`config.mk`:
```
export PLATFORM = sky130hd
export DESIGN_NAME = load_store_uop_cracker_top
export DESIGN_NICKNAME = d
export VERILOG_FILES = /design/src/lsc_pkg.sv /design/src/lsc_front.sv /design/src/lsc_queue.sv /design/src/lsc_back.sv /design/src/load_store_uop_cracker_top.sv
export SDC_FILE = /design/constraint.sdc
export NUM_CORES = 1
export LEC_CHECK = 0
export BUFFER_PORTS_ARGS = -buffer_cell sky130_fd_sc_hd__buf_2
export CORE_ASPECT_RATIO = 1.75
export CORE_MARGIN = 2
export CORE_UTILIZATION = 50
export CTS_CLUSTER_SIZE = 8
export DETAILED_ROUTE_END_ITERATION = 6
export GPL_TIMING_DRIVEN = 0
export PLACE_DENSITY_LB_ADDON = 0.05
export SYNTH_ARGS = -nofsm -noshare
export SYNTH_HDL_FRONTEND = slang
export SYNTH_SLANG_ARGS = --single-unit
```
`constraint.sdc`:
```
create_clock -name clk -period 10.6 [get_ports clk]
set_input_delay 1.06 -clock clk [delete_from_list [all_inputs] [get_ports clk]]
set_output_delay 1.06 -clock clk [all_outputs]
set_load 0.02 [all_outputs]
```
`src/lsc_pkg.sv`:
```
package lsc_pkg;

  // Input operation classes.
  localparam logic [2:0] OC_OTHER = 3'd0;
  localparam logic [2:0] OC_LDP   = 3'd1;
  localparam logic [2:0] OC_STP   = 3'd2;
  localparam logic [2:0] OC_LDR   = 3'd3;
  localparam logic [2:0] OC_STR   = 3'd4;

  // Addressing modes.
  localparam logic [1:0] AM_OFFSET = 2'd0;
  localparam logic [1:0] AM_POST   = 2'd1;
  localparam logic [1:0] AM_PRE    = 2'd2;

  // Micro-op kinds on the result channel.
  localparam logic [2:0] UK_WHOLE = 3'd0;
  localparam logic [2:0] UK_LDA   = 3'd1;
  localparam logic [2:0] UK_STA   = 3'd2;
  localparam logic [2:0] UK_STD   = 3'd3;
  localparam logic [2:0] UK_OFF   = 3'd4;

  // Register 31 means the zero register or SP depending on context.
  localparam logic [4:0] REG_SPECIAL = 5'd31;

  localparam int LSC_MAX_UOPS    = 5;
  localparam int LSC_STEP_W      = 3;
  localparam int LSC_QUEUE_DEPTH = 2;

  // One slot of the micro-op program built by the front end.
  typedef enum logic [2:0] {
    SL_WHOLE,
    SL_OFF,
    SL_E1_LD,
    SL_E2_LD,
    SL_E1_STA,
    SL_E1_STD,
    SL_E2_STA,
    SL_E2_STD
  } slot_t;

  typedef struct packed {
    logic [31:0]                     word;
    logic [4:0]                      base;
    logic [4:0]                      size;
    logic signed [17:0]              wb_offset;
    logic [4:0]                      reg_a;
    logic                            fp_a;
    logic signed [17:0]              ofs_a;
    logic [4:0]                      reg_b;
    logic                            fp_b;
    logic signed [17:0]              ofs_b;
    slot_t [LSC_MAX_UOPS-1:0]        slots;
    logic [LSC_STEP_W-1:0]           num_slots;
  } lsc_desc_t;

endpackage

```
`src/lsc_front.sv`:
```
module lsc_front (
  input  logic               clk,
  input  logic               rst_n,
  input  logic               cfg_wr_en,
  input  logic               cfg_wr_data,
  input  logic [31:0]        instr_word,
  input  logic [2:0]         op_class,
  input  logic [1:0]         addr_mode,
  input  logic [4:0]         data_size,
  input  logic [4:0]         first_reg,
  input  logic               first_is_fp,
  input  logic [4:0]         second_reg,
  input  logic               second_is_fp,
  input  logic [4:0]         base_reg,
  input  logic signed [16:0] offset,
  output lsc_pkg::lsc_desc_t desc
);
  import lsc_pkg::*;

  logic split_en_r;
  logic split_en_nxt;

  always_comb begin
    split_en_nxt = cfg_wr_en ? cfg_wr_data : split_en_r;
  end

  always_ff @(posedge clk) begin
    if (!rst_n) begin
      split_en_r <= 1'b1;
    end else begin
      split_en_r <= split_en_nxt;
    end
  end

  always_comb begin
    logic               whole;
    logic               pair;
    logic               load;
    logic               swap;
    logic signed [17:0] a1;
    logic signed [17:0] a2;
    logic [LSC_STEP_W-1:0] n;

    pair  = (op_class == OC_LDP) || (op_class == OC_STP);
    load  = (op_class == OC_LDP) || (op_class == OC_LDR);
    whole = !split_en_r || (op_class == OC_OTHER) || (op_class > OC_STR) ||
            (addr_mode > AM_PRE) || ((op_class == OC_LDR) && (addr_mode == AM_OFFSET));

    // Pre- and post-index forms address from the base itself.
    a1 = (addr_mode == AM_OFFSET) ? 18'(offset) : 18'sd0;
    a2 = a1 + $signed({13'd0, data_size});

    // A load pair in offset mode whose first destination overwrites the base loads it last.
    swap = (addr_mode == AM_OFFSET) && load && pair && !first_is_fp &&
           (first_reg != REG_SPECIAL) && (first_reg == base_reg);

    desc.word      = instr_word;
    desc.base      = base_reg;
    desc.size      = data_size;
    desc.wb_offset = 18'(offset);
    desc.reg_a     = swap ? second_reg   : first_reg;
    desc.fp_a      = swap ? second_is_fp : first_is_fp;
    desc.ofs_a     = swap ? a2 : a1;
    desc.reg_b     = swap ? first_reg    : second_reg;
    desc.fp_b      = swap ? first_is_fp  : second_is_fp;
    desc.ofs_b     = swap ? a1 : a2;

    desc.slots = {LSC_MAX_UOPS{SL_WHOLE}};
    n = '0;
    if (whole) begin
      n = LSC_STEP_W'(1);
    end else begin
      if (addr_mode == AM_PRE) begin
        desc.slots[n] = SL_OFF;
        n = n + LSC_STEP_W'(1);
      end
      if (load) begin
        desc.slots[n] = SL_E1_LD;
        n = n + LSC_STEP_W'(1);
        if (pair) begin
          desc.slots[n] = SL_E2_LD;
          n = n + LSC_STEP_W'(1);
        end
      end else begin
        desc.slots[n] = SL_E1_STA;
        n = n + LSC_STEP_W'(1);
        desc.slots[n] = SL_E1_STD;
        n = n + LSC_STEP_W'(1);
        if (pair) begin
          desc.slots[n] = SL_E2_STA;
          n = n + LSC_STEP_W'(1);
          desc.slots[n] = SL_E2_STD;
          n = n + LSC_STEP_W'(1);
        end
      end
      if (addr_mode == AM_POST) begin
        desc.slots[n] = SL_OFF;
        n = n + LSC_STEP_W'(1);
      end
    end
    desc.num_slots = n;
  end

endmodule

```
`src/lsc_queue.sv`:
```
module lsc_queue #(
  parameter int QUEUE_DEPTH = lsc_pkg::LSC_QUEUE_DEPTH
) (
  input  logic               clk,
  input  logic               rst_n,
  input  logic               wr_en,
  input  lsc_pkg::lsc_desc_t wr_desc,
  output logic               full,
  input  logic               rd_en,
  output logic               rd_valid,
  output lsc_pkg::lsc_desc_t rd_desc
);
  import lsc_pkg::*;

  localparam int PTR_W = (QUEUE_DEPTH > 1) ? $clog2(QUEUE_DEPTH) : 1;
  localparam int CNT_W = $clog2(QUEUE_DEPTH + 1);

  lsc_desc_t        mem_r [QUEUE_DEPTH];
  logic [PTR_W-1:0] wr_ptr_r, wr_ptr_nxt;
  logic [PTR_W-1:0] rd_ptr_r, rd_ptr_nxt;
  logic [CNT_W-1:0] count_r, count_nxt;

  assign full     = (count_r == CNT_W'(QUEUE_DEPTH));
  assign rd_valid = (count_r != '0);
  assign rd_desc  = mem_r[rd_ptr_r];

  always_comb begin
    wr_ptr_nxt = wr_ptr_r;
    rd_ptr_nxt = rd_ptr_r;
    count_nxt  = count_r;
    if (wr_en) begin
      wr_ptr_nxt = (wr_ptr_r == PTR_W'(QUEUE_DEPTH - 1)) ? '0 : wr_ptr_r + PTR_W'(1);
    end
    if (rd_en) begin
      rd_ptr_nxt = (rd_ptr_r == PTR_W'(QUEUE_DEPTH - 1)) ? '0 : rd_ptr_r + PTR_W'(1);
    end
    if (wr_en && !rd_en) begin
      count_nxt = count_r + CNT_W'(1);
    end else if (rd_en && !wr_en) begin
      count_nxt = count_r - CNT_W'(1);
    end
  end

  always_ff @(posedge clk) begin
    if (!rst_n) begin
      wr_ptr_r <= '0;
      rd_ptr_r <= '0;
      count_r  <= '0;
    end else begin
      wr_ptr_r <= wr_ptr_nxt;
      rd_ptr_r <= rd_ptr_nxt;
      count_r  <= count_nxt;
    end
  end

  always_ff @(posedge clk) begin
    if (wr_en) begin
      mem_r[wr_ptr_r] <= wr_desc;
    end
  end

endmodule

```
`src/lsc_back.sv`:
```
module lsc_back (
  input  logic               clk,
  input  logic               rst_n,
  input  logic               desc_valid,
  input  lsc_pkg::lsc_desc_t desc,
  output logic               desc_done,
  output logic               empty,
  input  logic               pop,
  output logic [2:0]         uop_kind,
  output logic [31:0]        out_word,
  output logic [4:0]         uop_reg,
  output logic               uop_reg_is_fp,
  output logic [4:0]         uop_base,
  output logic signed [17:0] uop_offset,
  output logic [4:0]         uop_size,
  output logic [1:0]         pair_index,
  output logic               last_uop
);
  import lsc_pkg::*;

  logic [LSC_STEP_W-1:0] step_r, step_nxt;
  logic                  valid_r, valid_nxt;
  logic                  emit;
  logic                  is_last;
  slot_t                 slot;

  logic [2:0]         kind_c;
  logic [4:0]         reg_c;
  logic               fp_c;
  logic [4:0]         base_c;
  logic signed [17:0] ofs_c;
  logic [4:0]         size_c;
  logic [1:0]         pidx_c;

  logic [2:0]         kind_r;
  logic [31:0]        word_r;
  logic [4:0]         reg_r;
  logic               fp_r;
  logic [4:0]         base_r;
  logic signed [17:0] ofs_r;
  logic [4:0]         size_r;
  logic [1:0]         pidx_r;
  logic               last_r;

  // The output register takes a new micro-op when a descriptor waits and it is free or being drained.
  assign emit      = desc_valid && (!valid_r || pop);
  assign slot      = desc.slots[step_r];
  assign is_last   = (step_r == desc.num_slots - LSC_STEP_W'(1));
  assign desc_done = emit && is_last;

  always_comb begin
    kind_c = UK_WHOLE;
    reg_c  = '0;
    fp_c   = 1'b0;
    base_c = '0;
    ofs_c  = '0;
    size_c = '0;
    pidx_c = 2'd0;
    unique case (slot)
      SL_WHOLE: begin
        kind_c = UK_WHOLE;
      end
      SL_OFF: begin
        kind_c = UK_OFF;
        reg_c  = desc.base;
        base_c = desc.base;
        ofs_c  = desc.wb_offset;
      end
      SL_E1_LD: begin
        kind_c = UK_LDA;
        reg_c  = desc.reg_a;
        fp_c   = desc.fp_a;
        base_c = desc.base;
        ofs_c  = desc.ofs_a;
        size_c = desc.size;
        pidx_c = 2'd1;
      end
      SL_E2_LD: begin
        kind_c = UK_LDA;
        reg_c  = desc.reg_b;
        fp_c   = desc.fp_b;
        base_c = desc.base;
        ofs_c  = desc.ofs_b;
        size_c = desc.size;
        pidx_c = 2'd2;
      end
      SL_E1_STA: begin
        kind_c = UK_STA;
        base_c = desc.base;
        ofs_c  = desc.ofs_a;
        size_c = desc.size;
        pidx_c = 2'd1;
      end
      SL_E1_STD: begin
        kind_c = UK_STD;
        reg_c  = desc.reg_a;
        fp_c   = desc.fp_a;
        pidx_c = 2'd1;
      end
      SL_E2_STA: begin
        kind_c = UK_STA;
        base_c = desc.base;
        ofs_c  = desc.ofs_b;
        size_c = desc.size;
        pidx_c = 2'd2;
      end
      SL_E2_STD: begin
        kind_c = UK_STD;
        reg_c  = desc.reg_b;
        fp_c   = desc.fp_b;
        pidx_c = 2'd2;
      end
      default: begin
        kind_c = UK_WHOLE;
      end
    endcase
  end

  always_comb begin
    step_nxt = step_r;
    if (emit) begin
      step_nxt = is_last ? '0 : step_r + LSC_STEP_W'(1);
    end
    valid_nxt = valid_r;
    if (emit) begin
      valid_nxt = 1'b1;
    end else if (pop) begin
      valid_nxt = 1'b0;
    end
  end

  always_ff @(posedge clk) begin
    if (!rst_n) begin
      step_r  <= '0;
      valid_r <= 1'b0;
    end else begin
      step_r  <= step_nxt;
      valid_r <= valid_nxt;
    end
  end

  always_ff @(posedge clk) begin
    if (emit) begin
      kind_r <= kind_c;
      word_r <= desc.word;
      reg_r  <= reg_c;
      fp_r   <= fp_c;
      base_r <= base_c;
      ofs_r  <= ofs_c;
      size_r <= size_c;
      pidx_r <= pidx_c;
      last_r <= is_last;
    end
  end

  assign empty         = !valid_r;
  assign uop_kind      = kind_r;
  assign out_word      = word_r;
  assign uop_reg       = reg_r;
  assign uop_reg_is_fp = fp_r;
  assign uop_base      = base_r;
  assign uop_offset    = ofs_r;
  assign uop_size      = size_r;
  assign pair_index    = pidx_r;
  assign last_uop      = last_r;

endmodule

```
`src/load_store_uop_cracker_top.sv`:
```
// Path: the first micro-op of an instruction reaches the result ports through the descriptor
// queue and the output register; each further micro-op follows the one before in order.
// Throughput: one micro-op per cycle from the sequencer while the output is free or popped;
// an instruction holds it for one to five micro-ops, so unsplit items flow at one per cycle.
// A descriptor queue of QUEUE_DEPTH entries lets intake continue while the sequencer works.
// Reset (synchronous, rst_n low) empties the queue and output register and sets split_enable.
module load_store_uop_cracker_top #(
  parameter int QUEUE_DEPTH = lsc_pkg::LSC_QUEUE_DEPTH
) (
  input  logic               clk,
  input  logic               rst_n,
  input  logic               cfg_wr_en,
  input  logic               cfg_wr_data,
  input  logic               push,
  output logic               full,
  input  logic [31:0]        in_instr_word,
  input  logic [2:0]         in_op_class,
  input  logic [1:0]         in_addr_mode,
  input  logic [4:0]         in_data_size,
  input  logic [4:0]         in_first_reg,
  input  logic               in_first_is_fp,
  input  logic [4:0]         in_second_reg,
  input  logic               in_second_is_fp,
  input  logic [4:0]         in_base_reg,
  input  logic signed [16:0] in_offset,
  output logic               empty,
  input  logic               pop,
  output logic [2:0]         out_uop_kind,
  output logic [31:0]        out_out_word,
  output logic [4:0]         out_uop_reg,
  output logic               out_uop_reg_is_fp,
  output logic [4:0]         out_uop_base,
  output logic signed [17:0] out_uop_offset,
  output logic [4:0]         out_uop_size,
  output logic [1:0]         out_pair_index,
  output logic               out_last_uop
);
  import lsc_pkg::*;

  lsc_desc_t front_desc;
  lsc_desc_t head_desc;
  logic      head_valid;
  logic      head_done;
  logic      push_xfer;

  assign push_xfer = push && !full;

  lsc_front u_front (
    .clk          (clk),
    .rst_n        (rst_n),
    .cfg_wr_en    (cfg_wr_en),
    .cfg_wr_data  (cfg_wr_data),
    .instr_word   (in_instr_word),
    .op_class     (in_op_class),
    .addr_mode    (in_addr_mode),
    .data_size    (in_data_size),
    .first_reg    (in_first_reg),
    .first_is_fp  (in_first_is_fp),
    .second_reg   (in_second_reg),
    .second_is_fp (in_second_is_fp),
    .base_reg     (in_base_reg),
    .offset       (in_offset),
    .desc         (front_desc)
  );

  lsc_queue #(
    .QUEUE_DEPTH (QUEUE_DEPTH)
  ) u_queue (
    .clk      (clk),
    .rst_n    (rst_n),
    .wr_en    (push_xfer),
    .wr_desc  (front_desc),
    .full     (full),
    .rd_en    (head_done),
    .rd_valid (head_valid),
    .rd_desc  (head_desc)
  );

  lsc_back u_back (
    .clk           (clk),
    .rst_n         (rst_n),
    .desc_valid    (head_valid),
    .desc          (head_desc),
    .desc_done     (head_done),
    .empty         (empty),
    .pop           (pop),
    .uop_kind      (out_uop_kind),
    .out_word      (out_out_word),
    .uop_reg       (out_uop_reg),
    .uop_reg_is_fp (out_uop_reg_is_fp),
    .uop_base      (out_uop_base),
    .uop_offset    (out_uop_offset),
    .uop_size      (out_uop_size),
    .pair_index    (out_pair_index),
    .last_uop      (out_last_uop)
  );

endmodule

```
==> impl_results.md <==
- Status: complete, no violations
- HPWL Detailed: a little under 20000 um
- Most frequent cell after synthesis: edfxtp_1
- Ys async rst share: 0
- Die height: 223 um
- Area after DPL: 15100 um^2
- Routed WL: around 30000 um
- Chip width: 129 um
- Nets: 1149
- M1 GR Usage: 0.236
- Syn nets: approximately 940
- Setup WS pre-CTS: around 5.7 ns
- Hold buffers post-CTS: 0
- CP max-delay cell: buf_1
- Finished Layout Cells: around 1400
- Clk sinks: 328
- Worst path arrival time: ~5.3 ns
- Post-synthesis xor/xnor area fraction: 0.0217
- Design Area, Final: about 16000 um^2
- Largest net degree at the start of global routing: 63
- Max reg flops: around 250
- Ys Warns: 0
- Crit-path leading delay family: buffers and inverters
- Area of the die: 28900 um^2
- Layout Utilization: 0.604
- Core Box Area: around 27000 um^2
- Distinct cells, synth: 65
- CTS Buf Count: between 40 and 50
- CP required: between 10 and 15 ns
- PortBufs: 152
- FP Rows: 80
- Sequential share of the synthesized area: 0.710
- Area share of and/or/nand/nor cells after synthesis: 0.0675
- Max incr delay on CP: about 0.79 ns
- Vias in the first global route: approximately 8000
- Clock Latency Late Sink: approximately 0.54 ns
- Root Buffer Master: clkbuf_16
- Antenna Diode Count: 0
- Largest reg by FF count: u_queue.mem_r
- Pleak: approximately 5.8 nW
- Max Fclk: 207 MHz
- Mux contribution to synthesized area: 0.117
- GP Congestion: a little over 0.8
- Drt pass-1 iters: 4
- Post-cts resize count: 0
- Syn Area/Cell: ~16 um^2
- IO Pins: 156
- CP Max Fanout: 10
- Top post-synthesis cells by count: edfxtp_1 (318), mux2_2 (79), mux2i_1 (64)
- Remaining antenna violation count: 0
- Synth top area cells: edfxtp_1 (70%), mux2_2 (6.5%), mux2i_1 (4.7%)
- CTS H-tree depth: 2
- CTS tree: built
- Worst path bufs/invs: 4
- Worst slew margin: 0.256
- Remaining global-route overflow: 0
- GR Layer Usage met3: 0.0398
- Wire per inst: 20.6 um
- Yosys reg bits: between 300 and 400
- CTS max path bufs: 3
- Area of the multi-input gates: 3740 um^2
- Post-Syn Area: around 14000 um^2
- Initial Util: 0.506
- Total Routing Usage GR: 0.207
- Slew @ Worst Pin: around 1.1 ns
- Post-synth EDFFs: around 320
- Final worst slack: around 5.8 ns
- Minimum clock period: roughly 4.8 ns
- Final period utilization: 0.455
- Crit path kind: flop to flop
- Setup Buffers After CTS: 0
- Clk slew on worst S/H paths: around 0.050 ns
- Compound-cell area share of the yosys netlist: 0.0517
- Drt drc: 0
- RSZ-0062 raised after global routing: false
- Area Growth Syn to Fin: 19.2%
- Count of final max-slew check failures: 0
- Initial DRC count: 382
- Clk_skew: 0.0148 ns
- Fin Hold WS: between 0.5 and 0.6 ns
- Post-Syn Instances: around 850
- GR peak layer: met2
- Met2 Use GR: 0.379
- Final hold violations: 0
- Vias per std cell: about 5.4
- Fillers: between 2000 and 2500
- Setup violators final: 0
- Adder-cell area share of the yosys netlist: 0.0142
- Setup crit end kind: flop
- Startpoint Class: flop
- Layout cells sized above 1: 0.312
- Via count: slightly below 8000
- Worst-path cell chain: buf_6, buf_2, buf_2, buf_1, mux2i_1, ha_1, xor2_1, xnor2_1, nor3_1, nand2_1, ha_1, or3_1, a21boi_0
- Worst min path class: flop to flop
- First-pass GRT wire length: roughly 45000 um
- Largest area contributor in the netlist: edfxtp_1
- Combinational family with the most area after synthesis: multiplexers
- Placed insts: approximately 1400
- Register Area: 9750 um^2
- Max-Cap Viols: 0
- Max VDD drop: ~0.44 mV
- Top FF cell, synth: edfxtp_1
- Initial antenna violation count: 0
- Share of the synthesized area in the top cell type: 0.695
- P per Cell Area: 286 nW/um^2
[layout by cell type, fill, tap and decap left out, types with 9 or more instances in the layout]
cell	count
o21ai_0	10
nand3_1	10
o211ai_1	15
inv_1	14
a21oi_1	13
o221ai_2	10
xnor2_1	17
mux2i_1	64
ha_1	14
and2_1	9
nor2b_1	15
clkbuf_1	25
nor2_1	45
xor2_1	17
mux2_2	79
buf_2	165
nand2_1	43
dfxtp_1	10
edfxtp_1	318
clkbuf_16	47
a31oi_1	9
[metal layers]
layer | part of all wire | up-vias | wire [um]
li1 | - | 3658 | -
met1 | 0.38 | 3813 | 11300
met2 | 0.54 | 195 | 16000
met3 | 0.047 | 45 | 1380
met4 | 0.026 | 0 | 766
met5 | 0 | - | 0
[worst paths after layout]
check        cells after the start                            start                               to  slack [ns]
min                              2  u_front.split_en_r$_SDFFE_PN1P_  u_front.split_en_r$_SDFFE_PN1P_        0.52
min reg2reg                      2  u_front.split_en_r$_SDFFE_PN1P_  u_front.split_en_r$_SDFFE_PN1P_        0.52
max reg2reg                     13                             flop  u_queue.count_r[1]$_SDFFE_PN0P_        5.78
max                             13                             flop  u_queue.count_r[1]$_SDFFE_PN0P_        5.78
[area by class of cell]
type / count / area share
plain buffers: 39 / 0.0120
clock buffers: 55 / 0.0737
clock inverters: 2 / 0.00199
inverters: 15 / 0.00359
multi-input cells: 463 / 0.229
flip-flops and latches: 328 / 0.595
well taps: 369 / 0.0282
repair buffers: 159 / 0.0564
[worst register-to-register path, cell delays in order, from the launching register on]
cell      delay, ns
dfxtp_1        0.46
buf_6          0.23
buf_2          0.32
buf_2          0.45
buf_1          0.79
mux2i_1        0.35
ha_1           0.22
xor2_1         0.17
xnor2_1        0.09
nor3_1         0.54
nand2_1        0.22
ha_1           0.38
or3_1          0.37
a21boi_0       0.15
[cell families after synthesis]
group / Yosys count
AO/OA/AOI/OAI: 89
XOR/XNOR: 34
adder cells (fa/ha/maj): 15
buffers and inverters: 54
flip-flops: 328
multiplexers: 146
AND/OR/NAND/NOR: 179
[power by group]
part / switching (W) / leakage [nW] / internal, W
Combinational: 0.000956 / 2.07 / 0.000518
Sequential: 0.0000723 / 3.10 / 0.00185
Clock: 0.000501 / 0.602 / 0.000786
[metrics by stage]
step / TNS [ns] / total power (W)
after floorplan: 0 / 0.00296
after global placement: -4.22 / 0.00346
after detailed placement: 0 / 0.00346
after CTS: 0 / 0.00475
after global routing: 0 / 0.00491
final: 0 / 0.00469
No activity file was read; power rests on OpenSTA's default activity.
